**src/rtl/cei_pkg.sv**
```systemverilog
// shared types, codes and helpers for the console escape interpreter
// no dependencies; imported by every module of the block
package cei_pkg;

    localparam int unsigned QUEUE_DEPTH_DEF = 2;

    localparam logic [7:0] PROTO_ESCAPE = 8'hFF;

    // configuration register indexes
    localparam logic [2:0] REG_ESCAPE_CHAR     = 3'd0;
    localparam logic [2:0] REG_INITIAL_MONITOR = 3'd1;
    localparam logic [2:0] REG_BROADCAST_ON    = 3'd2;
    localparam logic [2:0] REG_RESET_ALLOWED   = 3'd3;
    localparam logic [2:0] REG_ECHO_INITIAL    = 3'd4;
    localparam logic [2:0] REG_QUIET_INITIAL   = 3'd5;

    localparam logic [7:0] ESCAPE_CHAR_RST = 8'd38;

    // command characters
    localparam logic [7:0] CMD_BREAK   = 8'h42;
    localparam logic [7:0] CMD_CLOSE   = 8'h2E;
    localparam logic [7:0] CMD_DEL     = 8'h44;
    localparam logic [7:0] CMD_ECHO    = 8'h45;
    localparam logic [7:0] CMD_FORCE   = 8'h46;
    localparam logic [7:0] CMD_HELP    = 8'h3F;
    localparam logic [7:0] CMD_INFO    = 8'h49;
    localparam logic [7:0] CMD_JOIN    = 8'h4A;
    localparam logic [7:0] CMD_REPLAY  = 8'h4C;
    localparam logic [7:0] CMD_MONITOR = 8'h4D;
    localparam logic [7:0] CMD_QUIET   = 8'h51;
    localparam logic [7:0] CMD_RESET   = 8'h52;
    localparam logic [7:0] CMD_SUSPEND = 8'h5A;

    // local action codes
    localparam logic [2:0] ACT_NONE    = 3'd0;
    localparam logic [2:0] ACT_CLOSE   = 3'd1;
    localparam logic [2:0] ACT_HELP    = 3'd2;
    localparam logic [2:0] ACT_INFO    = 3'd3;
    localparam logic [2:0] ACT_SUSPEND = 3'd4;
    localparam logic [2:0] ACT_ECHO    = 3'd5;
    localparam logic [2:0] ACT_DONE    = 3'd6;

    // privilege request codes
    localparam logic [1:0] PRIV_NONE  = 2'd0;
    localparam logic [1:0] PRIV_FORCE = 2'd1;
    localparam logic [1:0] PRIV_JOIN  = 2'd2;

    typedef struct packed {
        logic [7:0] typed_byte;
        logic       end_of_input;
    } in_item_t;

    typedef struct packed {
        logic       send_valid;
        logic [7:0] send_byte;
        logic [2:0] local_action;
        logic       write_mode;
        logic       echo_on;
        logic       quiet_on;
        logic [1:0] privilege;
        logic       last;
    } out_item_t;

    // one classified item: up to four bytes to send plus the status after it
    typedef struct packed {
        logic [3:0][7:0] bytes;
        logic [2:0]      count;
        logic [2:0]      action;
        logic            mode;
        logic            echo;
        logic            quiet;
        logic [1:0]      priv;
    } job_t;

endpackage

```
**src/rtl/console_escape_interpreter.sv**
```systemverilog
// top level of the console escape interpreter: front end, job queue, back end
// depends on cei_pkg, cei_front, cei_queue and cei_back
//
//  channel | direction | handshake             | payload
//  in      | in        | in_valid / in_ready   | in_data: typed_byte, end_of_input
//  out     | out       | out_valid / out_ready | out_data: one result per byte sent, or one if none
//  cfg     | in        | cfg_valid / cfg_ready | cfg_index, cfg_data (8 bits)
//
// an item yields 1 to 4 results; the back end gives one result per cycle while
// out_ready is high, so the output port sets the rate
// the front end takes a new item every cycle while the job queue has room
// out_valid for the first result rises once the item reaches the back end register
// reset is asynchronous active low and loads the register reset values; cfg_ready
// is always high
module console_escape_interpreter #(
    parameter int unsigned QUEUE_DEPTH = cei_pkg::QUEUE_DEPTH_DEF
) (
    input  logic               clk,
    input  logic               rst_n,
    input  logic               in_valid,
    output logic               in_ready,
    input  cei_pkg::in_item_t  in_data,
    output logic               out_valid,
    input  logic               out_ready,
    output cei_pkg::out_item_t out_data,
    input  logic               cfg_valid,
    output logic               cfg_ready,
    input  logic [2:0]         cfg_index,
    input  logic [7:0]         cfg_data
);
    import cei_pkg::*;

    logic front_valid;
    logic front_ready;
    job_t front_job;
    logic back_valid;
    logic back_ready;
    job_t back_job;

    assign cfg_ready = 1'b1;

    cei_front u_front (
        .clk       (clk),
        .rst_n     (rst_n),
        .in_valid  (in_valid),
        .in_ready  (in_ready),
        .in_data   (in_data),
        .cfg_valid (cfg_valid),
        .cfg_index (cfg_index),
        .cfg_data  (cfg_data),
        .job_valid (front_valid),
        .job_ready (front_ready),
        .job       (front_job)
    );

    cei_queue #(
        .DEPTH (QUEUE_DEPTH)
    ) u_queue (
        .clk        (clk),
        .rst_n      (rst_n),
        .push_valid (front_valid),
        .push_ready (front_ready),
        .push_job   (front_job),
        .pop_valid  (back_valid),
        .pop_ready  (back_ready),
        .pop_job    (back_job)
    );

    cei_back u_back (
        .clk       (clk),
        .rst_n     (rst_n),
        .job_valid (back_valid),
        .job_ready (back_ready),
        .job       (back_job),
        .out_valid (out_valid),
        .out_ready (out_ready),
        .out_data  (out_data)
    );

endmodule

```
**src/rtl/cei_front.sv**
```systemverilog
// front end: takes typed bytes, keeps session state and config, classifies
// each transaction into a job for the back end; depends on cei_pkg
module cei_front (
    input  logic              clk,
    input  logic              rst_n,
    input  logic              in_valid,
    output logic              in_ready,
    input  cei_pkg::in_item_t in_data,
    input  logic              cfg_valid,
    input  logic [2:0]        cfg_index,
    input  logic [7:0]        cfg_data,
    output logic              job_valid,
    input  logic              job_ready,
    output cei_pkg::job_t     job
);
    import cei_pkg::*;

    logic [7:0] esc_reg;
    logic       broadcast_reg;
    logic       reset_allowed_reg;

    logic       pend_reg,   pend_next;
    logic       mode_reg,   mode_next;
    logic       echo_reg,   echo_next;
    logic       quiet_reg,  quiet_next;
    logic [1:0] priv_reg,   priv_next;
    logic       closed_reg, closed_next;

    logic       accept;
    logic       connect;
    logic [7:0] c;
    logic       fwd_cand;
    logic       fwd;
    logic       lead;
    logic [1:0] lead_len;
    logic [1:0] data_len;
    logic [2:0] seq_n;
    logic [2:0] action;

    assign accept    = in_valid && in_ready;
    assign in_ready  = job_ready;
    assign job_valid = in_valid;
    assign connect   = !mode_reg;
    assign c         = in_data.typed_byte;

    always_comb
    begin
        pend_next   = pend_reg;
        mode_next   = mode_reg;
        echo_next   = echo_reg;
        quiet_next  = quiet_reg;
        priv_next   = priv_reg;
        closed_next = closed_reg;
        fwd_cand    = 1'b0;
        lead        = 1'b0;
        seq_n       = 3'd0;
        action      = ACT_NONE;
        if (in_data.end_of_input)
        begin
            action = ACT_DONE;
        end
        else if (!pend_reg && c == esc_reg)
        begin
            pend_next = 1'b1;
        end
        else
        begin
            pend_next = 1'b0;
            if (!pend_reg)
            begin
                fwd_cand = 1'b1;
            end
            else
            begin
                unique case (c)
                    CMD_BREAK, CMD_DEL:
                    begin
                        if (connect)
                            seq_n = 3'd2;
                    end
                    CMD_CLOSE:
                    begin
                        closed_next = 1'b1;
                        action      = ACT_CLOSE;
                    end
                    CMD_ECHO:
                    begin
                        if (connect)
                        begin
                            echo_next = !echo_reg;
                            action    = ACT_ECHO;
                        end
                    end
                    CMD_FORCE, CMD_JOIN:
                    begin
                        if (!connect)
                        begin
                            mode_next = 1'b0;
                            priv_next = (c == CMD_FORCE) ? PRIV_FORCE : PRIV_JOIN;
                            seq_n     = 3'd2;
                        end
                    end
                    CMD_HELP:
                        action = ACT_HELP;
                    CMD_INFO:
                        action = ACT_INFO;
                    CMD_REPLAY:
                    begin
                        if (!broadcast_reg)
                            seq_n = 3'd2;
                    end
                    CMD_MONITOR:
                    begin
                        if (connect && !broadcast_reg)
                        begin
                            mode_next = 1'b1;
                            priv_next = PRIV_NONE;
                            seq_n     = 3'd2;
                        end
                    end
                    CMD_QUIET:
                    begin
                        quiet_next = !quiet_reg;
                        seq_n      = 3'd2;
                    end
                    CMD_RESET:
                    begin
                        if (connect && reset_allowed_reg)
                            seq_n = 3'd2;
                    end
                    CMD_SUSPEND:
                    begin
                        seq_n  = 3'd4;
                        action = ACT_SUSPEND;
                    end
                    default:
                    begin
                        // unknown command byte goes out behind the escape char, or alone if it is the escape char
                        fwd_cand = 1'b1;
                        lead     = (c != esc_reg);
                    end
                endcase
            end
        end
    end

    // forwarded data: escape char and byte, each doubled when it is the protocol escape
    assign fwd      = fwd_cand && connect;
    assign lead_len = lead ? ((esc_reg == PROTO_ESCAPE) ? 2'd2 : 2'd1) : 2'd0;
    assign data_len = (c == PROTO_ESCAPE) ? 2'd2 : 2'd1;

    always_comb
    begin
        for (int k = 0; k < 4; k++)
        begin
            if (fwd)
                job.bytes[k] = (3'(k) < {1'b0, lead_len}) ? esc_reg : c;
            else
                job.bytes[k] = k[0] ? c : PROTO_ESCAPE;
        end
        job.count  = fwd ? ({1'b0, lead_len} + {1'b0, data_len}) : seq_n;
        job.action = action;
        job.mode   = mode_next;
        job.echo   = echo_next;
        job.quiet  = quiet_next;
        job.priv   = priv_next;
    end

    always_ff @(posedge clk or negedge rst_n)
    begin
        if (!rst_n)
        begin
            esc_reg           <= ESCAPE_CHAR_RST;
            broadcast_reg     <= 1'b0;
            reset_allowed_reg <= 1'b0;
            pend_reg          <= 1'b0;
            mode_reg          <= 1'b0;
            echo_reg          <= 1'b1;
            quiet_reg         <= 1'b0;
            priv_reg          <= PRIV_NONE;
            closed_reg        <= 1'b0;
        end
        else if (cfg_valid)
        begin
            // initial-value registers load their state flag directly
            unique case (cfg_index)
                REG_ESCAPE_CHAR:
                    esc_reg <= cfg_data;
                REG_INITIAL_MONITOR:
                    mode_reg <= cfg_data[0];
                REG_BROADCAST_ON:
                    broadcast_reg <= cfg_data[0];
                REG_RESET_ALLOWED:
                    reset_allowed_reg <= cfg_data[0];
                REG_ECHO_INITIAL:
                    echo_reg <= cfg_data[0];
                REG_QUIET_INITIAL:
                    quiet_reg <= cfg_data[0];
                default:
                begin
                end
            endcase
        end
        else if (accept)
        begin
            pend_reg   <= pend_next;
            mode_reg   <= mode_next;
            echo_reg   <= echo_next;
            quiet_reg  <= quiet_next;
            priv_reg   <= priv_next;
            closed_reg <= closed_next;
        end
    end

    // end of input leaves the session state alone
    assert property (@(posedge clk) disable iff (!rst_n)
        accept && in_data.end_of_input && !cfg_valid |=>
            $stable(pend_reg) && $stable(mode_reg) && $stable(echo_reg) &&
            $stable(quiet_reg) && $stable(priv_reg))
        else $error("end of input changed session state");

    // escape character with nothing pending arms the escape
    assert property (@(posedge clk) disable iff (!rst_n)
        accept && !cfg_valid && !in_data.end_of_input && !pend_reg &&
            in_data.typed_byte == esc_reg |=> pend_reg)
        else $error("escape character did not arm pending escape");

    // a closed session is never reopened by typed bytes
    assert property (@(posedge clk) disable iff (!rst_n)
        closed_reg |=> closed_reg)
        else $error("closed flag dropped");

endmodule

```
**src/rtl/cei_queue.sv**
```systemverilog
// short job queue between front and back end
// depends on cei_pkg for the job type
module cei_queue #(
    parameter int unsigned DEPTH = cei_pkg::QUEUE_DEPTH_DEF
) (
    input  logic          clk,
    input  logic          rst_n,
    input  logic          push_valid,
    output logic          push_ready,
    input  cei_pkg::job_t push_job,
    output logic          pop_valid,
    input  logic          pop_ready,
    output cei_pkg::job_t pop_job
);
    import cei_pkg::*;

    localparam int unsigned PTR_W = (DEPTH > 1) ? $clog2(DEPTH) : 1;
    localparam int unsigned CNT_W = $clog2(DEPTH + 1);
    localparam logic [PTR_W-1:0] PTR_LAST = PTR_W'(DEPTH - 1);
    localparam logic [CNT_W-1:0] CNT_FULL = CNT_W'(DEPTH);

    job_t             mem [DEPTH];
    logic [PTR_W-1:0] wr_ptr_reg, wr_ptr_next;
    logic [PTR_W-1:0] rd_ptr_reg, rd_ptr_next;
    logic [CNT_W-1:0] cnt_reg,    cnt_next;
    logic             push;
    logic             pop;

    assign push_ready = (cnt_reg != CNT_FULL);
    assign pop_valid  = (cnt_reg != '0);
    assign push       = push_valid && push_ready;
    assign pop        = pop_valid && pop_ready;
    assign pop_job    = mem[rd_ptr_reg];

    always_comb
    begin
        wr_ptr_next = wr_ptr_reg;
        rd_ptr_next = rd_ptr_reg;
        cnt_next    = cnt_reg;
        if (push)
            wr_ptr_next = (wr_ptr_reg == PTR_LAST) ? '0 : wr_ptr_reg + 1'b1;
        if (pop)
            rd_ptr_next = (rd_ptr_reg == PTR_LAST) ? '0 : rd_ptr_reg + 1'b1;
        if (push && !pop)
            cnt_next = cnt_reg + 1'b1;
        else if (pop && !push)
            cnt_next = cnt_reg - 1'b1;
    end

    always_ff @(posedge clk)
    begin
        if (push)
            mem[wr_ptr_reg] <= push_job;
    end

    always_ff @(posedge clk or negedge rst_n)
    begin
        if (!rst_n)
        begin
            wr_ptr_reg <= '0;
            rd_ptr_reg <= '0;
            cnt_reg    <= '0;
        end
        else
        begin
            wr_ptr_reg <= wr_ptr_next;
            rd_ptr_reg <= rd_ptr_next;
            cnt_reg    <= cnt_next;
        end
    end

    assert property (@(posedge clk) disable iff (!rst_n)
        cnt_reg <= CNT_FULL)
        else $error("queue fill beyond depth");

    // pointers agree with the fill count
    assert property (@(posedge clk) disable iff (!rst_n)
        cnt_reg == '0 || cnt_reg == CNT_FULL |-> wr_ptr_reg == rd_ptr_reg)
        else $error("queue pointers out of step with fill count");

endmodule

```
**src/rtl/cei_back.sv**
```systemverilog
// back end: steps through the bytes of each job, one result transaction
// per cycle while out_ready is high, from a registered job; depends on cei_pkg
module cei_back (
    input  logic               clk,
    input  logic               rst_n,
    input  logic               job_valid,
    output logic               job_ready,
    input  cei_pkg::job_t      job,
    output logic               out_valid,
    input  logic               out_ready,
    output cei_pkg::out_item_t out_data
);
    import cei_pkg::*;

    job_t       cur_reg;
    logic       valid_reg, valid_next;
    logic [1:0] idx_reg,   idx_next;
    logic       is_last;
    logic       load;

    // a job with nothing to send still yields one result
    assign is_last = (cur_reg.count == 3'd0) ||
                     ({1'b0, idx_reg} == cur_reg.count - 3'd1);

    assign job_ready = !valid_reg || (out_ready && is_last);
    assign load      = job_valid && job_ready;
    assign out_valid = valid_reg;

    always_comb
    begin
        out_data.send_valid   = ({1'b0, idx_reg} < cur_reg.count);
        out_data.send_byte    = out_data.send_valid ? cur_reg.bytes[idx_reg] : 8'd0;
        out_data.local_action = (idx_reg == 2'd0) ? cur_reg.action : ACT_NONE;
        out_data.write_mode   = cur_reg.mode;
        out_data.echo_on      = cur_reg.echo;
        out_data.quiet_on     = cur_reg.quiet;
        out_data.privilege    = cur_reg.priv;
        out_data.last         = is_last;
    end

    always_comb
    begin
        valid_next = valid_reg;
        idx_next   = idx_reg;
        if (load)
        begin
            valid_next = 1'b1;
            idx_next   = 2'd0;
        end
        else if (valid_reg && out_ready)
        begin
            if (is_last)
                valid_next = 1'b0;
            else
                idx_next = idx_reg + 2'd1;
        end
    end

    always_ff @(posedge clk)
    begin
        if (load)
            cur_reg <= job;
    end

    always_ff @(posedge clk or negedge rst_n)
    begin
        if (!rst_n)
        begin
            valid_reg <= 1'b0;
            idx_reg   <= 2'd0;
        end
        else
        begin
            valid_reg <= valid_next;
            idx_reg   <= idx_next;
        end
    end

    assert property (@(posedge clk) disable iff (!rst_n)
        valid_reg && cur_reg.count != 3'd0 |-> {1'b0, idx_reg} < cur_reg.count)
        else $error("byte index past job length");

    // a taken result that is not last moves on to the next byte of the same job
    assert property (@(posedge clk) disable iff (!rst_n)
        valid_reg && out_ready && !is_last |=>
            valid_reg && idx_reg == $past(idx_reg) + 2'd1)
        else $error("job abandoned before its last result");

endmodule

```
**config.mk**
```make
export PLATFORM = sky130hd
export DESIGN_NAME = console_escape_interpreter
export DESIGN_NICKNAME = d
export VERILOG_FILES = /design/src/rtl/cei_pkg.sv /design/src/rtl/console_escape_interpreter.sv /design/src/rtl/cei_front.sv /design/src/rtl/cei_queue.sv /design/src/rtl/cei_back.sv
export SDC_FILE = /design/constraint.sdc
export NUM_CORES = 1
export LEC_CHECK = 0
export BUFFER_PORTS_ARGS = -buffer_cell sky130_fd_sc_hd__buf_2
export CAP_MARGIN = 20
export CORE_AREA = 2 2 146 148
export CTS_CLUSTER_DIAMETER = 120
export CTS_CLUSTER_SIZE = 12
export DETAILED_ROUTE_END_ITERATION = 8
export DIE_AREA = 0 0 148 150
export GPL_ROUTABILITY_DRIVEN = 0
export SLEW_MARGIN = 20
export SYNTH_ARGS = -nofsm -noshare
export SYNTH_HDL_FRONTEND = slang
export SYNTH_SLANG_ARGS = --single-unit
```
**constraint.sdc**
```tcl
create_clock -name clk -period 7.1 [get_ports clk]
set_clock_uncertainty 0.2 [all_clocks]
set_input_delay 1.42 -clock clk [delete_from_list [all_inputs] [get_ports clk]]
set_output_delay 1.42 -clock clk [all_outputs]
set_load 0.02 [all_outputs]
```
==> impl_metrics.csv, run 1 <==
group,metric,value,unit
floorplan,floorplan.die.width,148,um
cts,cts_max_level,4,
yosys,post_synth_main_area_contributors,"edfxtp_1, mux2_2, dfrtp_1, mux4_2, xor2_1",
critical_path,critPathCaptureType,"flop",
grt,track_usage,0.1339,
job,max_cap_viols,0,
yosys,async_flop_share,0.1513,
yosys,synth.top_cell.area_share,0.5459,
grt,grt_use_met2,0.2250,
drt,drt-total-wl,14250,um
drt,wl_per_cell,17.90,um
drt,drt_pre_antenna_iters,5,
power,power_dens_cells,391.3,nW/um2
sta,report.final.setup_viol,0,
critical_path,largest_fanout_of_any_net_on_the_critical_path,18,
sta,total_neg_setup_slack,0,ns
critical_path,cp-start-kind,"input port",
cells_and_area,largest_register_ff_count,86,
place,dpl-instance-area,7506,um2
cts,tritoncts,"built",
power,leakage,2.824,nW
yosys,synth_ff_type,"edfxtp_1",
sta,timing_worst_slew_pin_value,0.8032,ns
sta,layout_worst_path_cycle_share,0.6252,
floorplan,num_io_pins,46,
yosys,yosys.cell_types.count,70,
cells_and_area,antennaDiodeCount,0,
cells_and_area,final_cell_area,8118,um2
sta,hold_violations,0,
drt,routed-via-count,4033,
grt,grt-busiest-layer,"met2",
power,peakVddDrop,0.1859,mV
critical_path,crit-reg2reg-capture,"u_queue.mem[0][10]",
floorplan,row_count,53,
floorplan,initial_utilization,0.3429,
sta,setup_ws,2.661,ns
drt,drtAntennaViolNets,0,
floorplan,die_height,150,um
cells_and_area,num-nets-final,542,
cts,clockRootBuffer,"clkbuf_16",
yosys,syn_inst_count,474,
sta,drv_slew,0,
cells_and_area,proportion_of_layout_cells_with_a_drive_suffix_above_1,0.3109,
drt,first_iter_violations,399,
hold_path,min_to,"u_queue.cnt_reg[1]",
cts,post_cts_resized,0,
place,place_hpwl,9309,um
grt,global_route.usage.met3,0.03140,
critical_path,worst-endpoint-arrival,4.41,ns
status,run_status,"finished clean",
yosys,yosys_warnings,0,
critical_path,worst_r2r_path_depth,9,
cts,clock_sink_count,152,
power,total_power,3.177,mW
grt,grtUsageMet1,0.1704,
cells_and_area,sequential_cell_area,4454,um2
hold_path,holdPathStages,1,
drt,drc,0,
critical_path,critical_path.reg2reg.startpoint,"u_front.esc_reg[7]",
drt,avgViaCountPerCell,5.067,
place,dp_cells,765,
hold_path,hold_path_class,"reg2reg",
yosys,synth_edf_count,129,
critical_path,critical_path_required,7.07,ns
grt,grt_pass1_vias,4079,
sta,max_clock_freq,225.3,MHz
floorplan,core_area,20690,um2
yosys,syn_area_per_cell,14.97,um2
cells_and_area,area_growth_from_synthesis_to_layout,14.41,%
sta,maxSlewHeadroom,0.4626,
sta,final_critical_delay_including_setup_and_external_delays,4.439,ns
cells_and_area,num-fill-cells,1951,
hold_path,holdCritStartpoint,"u_queue.cnt_reg[1]",
cells_and_area,mostFrequentLayoutCells,"edfxtp_1, mux2_2, buf_2",
cells_and_area,multi_input_comb_area,2401,um2
yosys,synth_seq_area_share,0.6278,
yosys,synthesized_cell_area,7096,um2
cts,postCtsHoldBufs,0,
floorplan,die_area,22200,um2
yosys,synth_fp_nets,507,
critical_path,worstSetupPathType,"in2reg",
sta,finalHoldWorstSlack,0.2973,ns
grt,grt_first_pass_wirelength,22480,um
place,dp_slack,2.310,ns
yosys,synthesis_stage_register_bit_count,152,
yosys,synth.largest_area_cell,"edfxtp_1",
cells_and_area,layoutNonFillerInstCount,796,
cts,clock_insertion_delay_worst_skew,0.42,ns
cts,cts-buffers-inserted,17,
grt,antenna_violations_before_repair,0,
critical_path,timing.reg2reg.setup_slack,3.62,ns
cts,cts_buffer_depth,2,
grt,grt_max_degree,45,
grt,grt_overflow_total,0,
sta,grt_setup_unrepaired,"no",
cts,postCtsSetupRepairBufs,0,
cells_and_area,most_frequent_standard_cell_in_the_layout_excluding_fill_and_tap_cells,"edfxtp_1",
cells_and_area,final_core_util,0.3924,
cts,clkSlewWorstSetupHoldPaths,0.06,ns
place,port-buffer-count,44,
Yosys cell counts (all sizes together) (12+ instances only):
library cell / count
nor2: 15
buf: 24
nor2b: 12
inv: 16
nand4: 13
mux2: 54
edfxtp: 129
dfrtp: 19
o21ai: 15
nand2: 20
xor2: 15
nand3: 12
cell families (layout without fill, tap and decap cells):
group | after synthesis | after routing | synth area share
XOR/XNOR | 19 | 19 | 0.02451
buffers and inverters | 48 | 95 | 0.03721
AND/OR/NAND/NOR | 118 | 118 | 0.1070
other | 1 | 1 | 0.0005285
adder cells (fa/ha/maj) | 8 | 8 | 0.01516
multiplexers | 64 | 64 | 0.1139
flip-flops | 152 | 152 | 0.6278
AO/OA/AOI/OAI | 64 | 64 | 0.07389
layer usage:
metal / share of wire / up-vias / routed length, um
li1: - / 1886 / -
met1: 0.43 / 1981 / 6152
met2: 0.50 / 147 / 7075
met3: 0.058 / 19 / 822
met4: 0.014 / 0 / 194
met5: 0 / - / 0
worst max-delay path, cell delays in order:
cell	delay, ns
buf_2	0.24
nor2b_1	0.44
a22oi_1	0.18
a31oi_2	0.70
or3_1	0.42
nor2_1	0.09
ha_1	0.22
fa_1	0.35
o2111a_1	0.15
a21bo_1	0.19
layout make-up:
class	instances	area share
Clock buffer	19	0.05333
Clock inverter	12	0.02158
Inverter	16	0.007398
Multi-Input combinational cell	274	0.2958
Sequential cell	152	0.5487
Tap cell	275	0.04239
Timing Repair Buffer	48	0.03083
where the power goes:
| group | switching, mW | leakage [nW] | internal, mW | total, mW |
|---|---|---|---|---|
| Sequential | 0.120 | 1.43 | 1.29 | 1.41 |
| Clock | 0.341 | 0.291 | 0.586 | 0.927 |
| Combinational | 0.485 | 1.10 | 0.354 | 0.840 |
worst max-delay path by stage:
stage | from | endpoint | slack (ns) | cells after the start
after floorplan | u_back.idx_reg[0] | u_queue.cnt_reg[1] | 2.03 | 12
after global placement | in_data[5] | u_queue.mem[0][10] | 2.44 | 10
after detailed placement | in_data[4] | u_queue.mem[0][10] | 2.31 | 10
after CTS | u_back.idx_reg[0] | out_data[12] | 2.60 | 7
after global routing | in_data[2] | u_queue.mem[0][10] | 2.41 | 10
final | in_data[2] | u_queue.mem[0][10] | 2.66 | 10
(Power assumes the default switching activity.)
==> run 2, diff against run 1 <==
clock period = 4.4 ns   (was 7.1 ns; I/O delays follow)
==> run 2 against run 1 <==
Non-clock buffer count up 7. Flip-flop and latch count unchanged. Count of clock-buffer cells in the layout unchanged. Worst setup slack worse by 2.1 ns. Cell count up 1.0%. Largest power group unchanged.
==> impl_metrics.csv, run 2 (synthesis gave the netlist of run 1 again) <==
group,metric,value,unit
critical_path,crit_chain,"buf_2, nor2b_1, a32oi_2, o311ai_4, or3_1, nor2_1, ha_1, fa_1, o2111a_1, a21bo_1",
place,port-buffer-count,44,
critical_path,critical_path_required,4.37,ns
critical_path,critPathCaptureType,"flop",
floorplan,num_io_pins,46,
drt,first_iter_violations,412,
sta,hold_violations,0,
power,power_dens_cells,625.5,nW/um2
cts,post_cts_resized,0,
sta,maxSlewHeadroom,0.4945,
cts,clkSlewWorstSetupHoldPaths,0.07,ns
floorplan,die_height,150,um
drt,avgViaCountPerCell,5.075,
power,peakVddDrop,0.2807,mV
sta,drv_slew,0,
drt,drt_pre_antenna_iters,5,
sta,finalHoldWorstSlack,0.2563,ns
critical_path,worst_r2r_path_depth,9,
cts,postCtsHoldBufs,0,
sta,report.final.setup_viol,0,
critical_path,largest_fanout_of_any_net_on_the_critical_path,18,
drt,routed-via-count,4080,
cells_and_area,area_growth_from_synthesis_to_layout,14.87,%
grt,grt_overflow_total,0,
status,run_status,"finished clean",
critical_path,crit-reg2reg-capture,"u_queue.mem[0][10]",
cells_and_area,final_core_util,0.3939,
drt,wl_per_cell,17.96,um
drt,drt-total-wl,14440,um
job,max_cap_viols,0,
sta,layout_worst_path_cycle_share,0.8630,
floorplan,floorplan.die.width,148,um
floorplan,initial_utilization,0.3429,
cts,cts_buffer_depth,2,
critical_path,worst-endpoint-arrival,3.77,ns
cts,clock_sink_count,152,
cells_and_area,proportion_of_layout_cells_with_a_drive_suffix_above_1,0.3195,
cells_and_area,most_frequent_standard_cell_in_the_layout_excluding_fill_and_tap_cells,"edfxtp_1",
cells_and_area,final_cell_area,8150,um2
cells_and_area,sequential_cell_area,4454,um2
cts,cts-buffers-inserted,17,
grt,grt_use_met2,0.2153,
floorplan,die_area,22200,um2
hold_path,hold_path_class,"in2async",
place,dpl-instance-area,7562,um2
drt,drtAntennaViolNets,0,
critical_path,worstSetupPathType,"in2reg",
sta,final_critical_delay_including_setup_and_external_delays,3.797,ns
critical_path,timing.reg2reg.setup_slack,1.13,ns
floorplan,row_count,53,
cells_and_area,antennaDiodeCount,0,
drt,drc,0,
cells_and_area,num-fill-cells,1958,
cts,clockRootBuffer,"clkbuf_16",
power,leakage,2.852,nW
critical_path,worst_path_largest_cell_delay,0.66,ns
cts,postCtsSetupRepairBufs,0,
grt,grtUsageMet1,0.1853,
grt,grt_first_pass_wirelength,23160,um
cells_and_area,largest_register_ff_count,86,
cells_and_area,mostFrequentLayoutCells,"edfxtp_1, mux2_2, buf_2",
critical_path,cp-start-kind,"input port",
cts,cts_max_level,4,
grt,grt_max_degree,45,
cts,tritoncts,"built",
cts,clock_insertion_delay_worst_skew,0.42,ns
critical_path,critical_path.reg2reg.startpoint,"u_front.esc_reg[7]",
grt,grt_pass1_vias,4157,
sta,grt_setup_unrepaired,"no",
grt,global_route.usage.met3,0.03720,
grt,track_usage,0.1368,
critical_path,cell_type_of_the_slowest_stage_on_the_worst_timing_path,"o311ai_4",
place,place_hpwl,9598,um
cells_and_area,num-nets-final,549,
cells_and_area,multi_input_comb_area,2401,um2
sta,total_neg_setup_slack,0,ns
critical_path,cp-startpoint,"in_data[3]",
floorplan,core_area,20690,um2
sta,timing_worst_slew_pin_value,0.7564,ns
grt,antenna_violations_before_repair,0,
grt,grt-busiest-layer,"met2",
sta,max_clock_freq,263.4,MHz
==> run 2: how the worst max path moves through the flow <==
stage	endpoint	slack, ns	depth (start not counted)
2_1_floorplan	u_queue.cnt_reg[1]	0.34	12
3_3_place_gp	u_queue.mem[0][10]	0.32	10
3_5_place_dp	u_queue.mem[0][10]	0.23	10
4_1_cts	u_queue.mem[0][10]	0.68	10
5_1_grt	u_queue.mem[1][10]	0.53	10
6_report	u_queue.mem[0][10]	0.60	10
==> run 2: layer usage <==
metal  part of all wire  vias to the layer above
met5                  0                        -
met4              0.011                        0
met3              0.050                       16
met2               0.48                      129
met1               0.46                     2036
li1                   -                     1899
==> run 2: layout make-up <==
cell class,instances,share of cell area
timing repair buffer,55,0.03715
tap,275,0.04222
multi-input combinational,274,0.2946
clock buffer,19,0.05312
sequential,152,0.5465
clock inverter,13,0.01904
inverter,16,0.007369
==> run 2: where the power goes <==
part / total [mW] / internal, mW / leakage [nW] / switching, mW
clock: 1.44 / 0.887 / 0.286 / 0.556
combinational: 1.40 / 0.587 / 1.13 / 0.813
sequential: 2.26 / 2.08 / 1.43 / 0.173
==> run 2: worst max-delay path, delay by kind of cell <==
| family | cells | cell delay [ns] |
|---|---|---|
| simple gates | 3 | 0.89 |
| fa+ha+maj | 2 | 0.58 |
| buf+inv | 1 | 0.21 |
| compound gates | 4 | 1.18 |
==> run 2: per-stage QoR <==
step	setup WS (ns)	instances	power (mW)
2_1_floorplan	0.3449	474	3.282
3_3_place_gp	0.3237	772	3.675
3_5_place_dp	0.2332	772	3.726
4_1_cts	0.6793	804	5.178
5_1_grt	0.5313	804	5.376
6_report	0.6028	804	5.098
==> run 3, diff against run 2 <==
ABC_CLOCK_PERIOD_IN_PS = 4400   (was unset)
CTS_BUF_LIST = sky130_fd_sc_hd__clkbuf_4   (was unset)
==> run 3 against run 2 <==
Count of clock-buffer cells in the layout unchanged. Clock power fell by 38%. Combinational power barely moved. Via count up 0.44%. Critical path type unchanged. Highest routed layer unchanged.
==> impl_metrics.csv, run 3 (synthesis gave the netlist of run 1 again) <==
group,metric,value,unit
power,p_int,3.066,mW
grt,antenna_violations_before_repair,1,
drt,first_iter_violations,405,
power,p_sw,1.474,mW
cts,postCtsHoldBufs,0,
cells_and_area,final_cell_area,7863,um2
critical_path,cp-start-kind,"input port",
sta,layout_worst_path_cycle_share,0.8306,
grt,grt_overflow_total,0,
critical_path,critical_path.reg2reg.startpoint,"u_front.esc_reg[7]",
cts,clock_insertion_delay_worst_skew,0.58,ns
cts,cts-buffers-inserted,17,
cts,clock_sink_count,152,
cells_and_area,most_frequent_standard_cell_in_the_layout_excluding_fill_and_tap_cells,"edfxtp_1",
critical_path,critical_path_required,4.52,ns
floorplan,core_area,20690,um2
status,run_status,"finished clean",
cts,postCtsSetupRepairBufs,0,
sta,hold_violations,0,
grt,grt_first_pass_wirelength,23030,um
sta,max_clock_freq,273.6,MHz
power,total_power,4.540,mW
power,peakVddDrop,0.2816,mV
sta,total_neg_setup_slack,0,ns
floorplan,die_area,22200,um2
cells_and_area,mostFrequentLayoutCells,"edfxtp_1, mux2_2, buf_2",
critical_path,worst-endpoint-arrival,3.78,ns
drt,drtAntennaViolNets,0,
cells_and_area,num-fill-cells,1996,
cells_and_area,proportion_of_layout_cells_with_a_drive_suffix_above_1,0.3233,
sta,drv_slew,0,
drt,drt-total-wl,14400,um
sta,final_critical_delay_including_setup_and_external_delays,3.655,ns
floorplan,num_io_pins,46,
power,power.share.combinational,0.308,
grt,grt_pass1_vias,4188,
job,max_cap_viols,0,
sta,timing_worst_slew_pin_value,0.7580,ns
drt,avgViaCountPerCell,5.091,
cts,cts_buffer_depth,2,
floorplan,die_height,150,um
sta,setup_ws,0.7455,ns
power,power_frac_seq,0.496,
drt,routed-via-count,4098,
power,leakage,2.728,nW
drt,wl_per_cell,17.89,um
floorplan,initial_utilization,0.3429,
critical_path,critPathCaptureType,"flop",
critical_path,crit-reg2reg-capture,"u_queue.mem[0][10]",
place,dpl-instance-area,7562,um2
sta,report.final.setup_viol,0,
sta,grt_setup_unrepaired,"no",
critical_path,worst_r2r_path_depth,9,
floorplan,floorplan.die.width,148,um
critical_path,worstSetupPathType,"in2reg",
critical_path,largest_fanout_of_any_net_on_the_critical_path,18,
critical_path,cp-startpoint,"in_data[3]",
power,clock_power_frac,0.196,
hold_path,hold_path_class,"in2async",
critical_path,timing.reg2reg.setup_slack,1.12,ns
cts,clockRootBuffer,"clkbuf_4",
grt,track_usage,0.1366,
power,power_dens_cells,577.4,nW/um2
cells_and_area,area_growth_from_synthesis_to_layout,10.81,%
place,place_hpwl,9598,um
drt,drc,0,
cts,post_cts_resized,0,
cts,tritoncts,"built",
grt,grt_max_degree,45,
sta,maxSlewHeadroom,0.4935,
cells_and_area,num-nets-final,549,
cts,clkSlewWorstSetupHoldPaths,0.14,ns
drt,drt_pre_antenna_iters,5,
cells_and_area,largest_register_ff_count,86,
floorplan,row_count,53,
place,dp_slack,0.2332,ns
power,power.switching_fraction,0.3247,
place,port-buffer-count,44,
critical_path,critical_path_sink,"u_queue.mem[0][10]",
cts,cts_max_level,4,
## run 3: cell types whose count changed in the layout (fill, tap and decap cells not counted), sizes merged
cell and change:
diode +1
## run 3: cell type report
| cell class | count | area (um2) | area share |
|---|---|---|---|
| antenna | 1 | 2.502 | 0.0003183 |
| clock buffer | 19 | 142.6 | 0.01814 |
| clock inverter | 13 | 155.1 | 0.01973 |
| inverter | 16 | 60.06 | 0.007638 |
| multi-input combinational | 274 | 2401 | 0.3054 |
| sequential | 152 | 4454 | 0.5665 |
| tap | 275 | 344.1 | 0.04376 |
| timing repair buffer | 55 | 302.8 | 0.03851 |
## run 3: worst max-delay path, cell delays in order
cell	delay [ns]
buf_2	0.22
nor2b_1	0.36
a32oi_2	0.18
o311ai_4	0.66
or3_1	0.46
nor2_1	0.08
ha_1	0.22
fa_1	0.36
o2111a_1	0.14
a21bo_1	0.19
## run 3: per-stage QoR
stage                     std cells  utilization  hold WS (ns)
after floorplan                 474            -        0.2608
after CTS                       804       0.3799       0.05458
after detailed placement        772       0.3655        0.2999
after global routing            805       0.3800       0.09344
final                           805       0.3800       0.07995
after global placement          772       0.3653        0.2831
## run 3: power by group through the flow
stage	sequential, mW	clock [mW]	combinational [mW]
floorplan	2.21	0	1.07
global placement	2.27	0	1.40
detailed placement	2.29	0	1.44
CTS	2.25	0.919	1.45
global route	2.29	0.970	1.55
finish	2.25	0.892	1.40
## run 3: how the worst min path moves through the flow
stage | endpoint | cells past startpoint | start
floorplan | u_queue.wr_ptr_reg | 1 | u_queue.wr_ptr_reg
global placement | u_queue.cnt_reg[1] | 1 | u_queue.cnt_reg[1]
detailed placement | u_queue.cnt_reg[1] | 1 | u_queue.cnt_reg[1]
CTS | u_queue.wr_ptr_reg | 1 | rst_n
global route | u_queue.wr_ptr_reg | 1 | rst_n
finish | u_queue.wr_ptr_reg | 1 | rst_n
## run 3: metal layers
metal / GRT usage / wire (um) / up-vias
met5: 0 / 0 / -
met4: 0.05143 / 303 / 0
met3: 0.03415 / 685 / 36
met2: 0.2178 / 6885 / 134
met1: 0.1807 / 6527 / 2026
li1: - / - / 1902
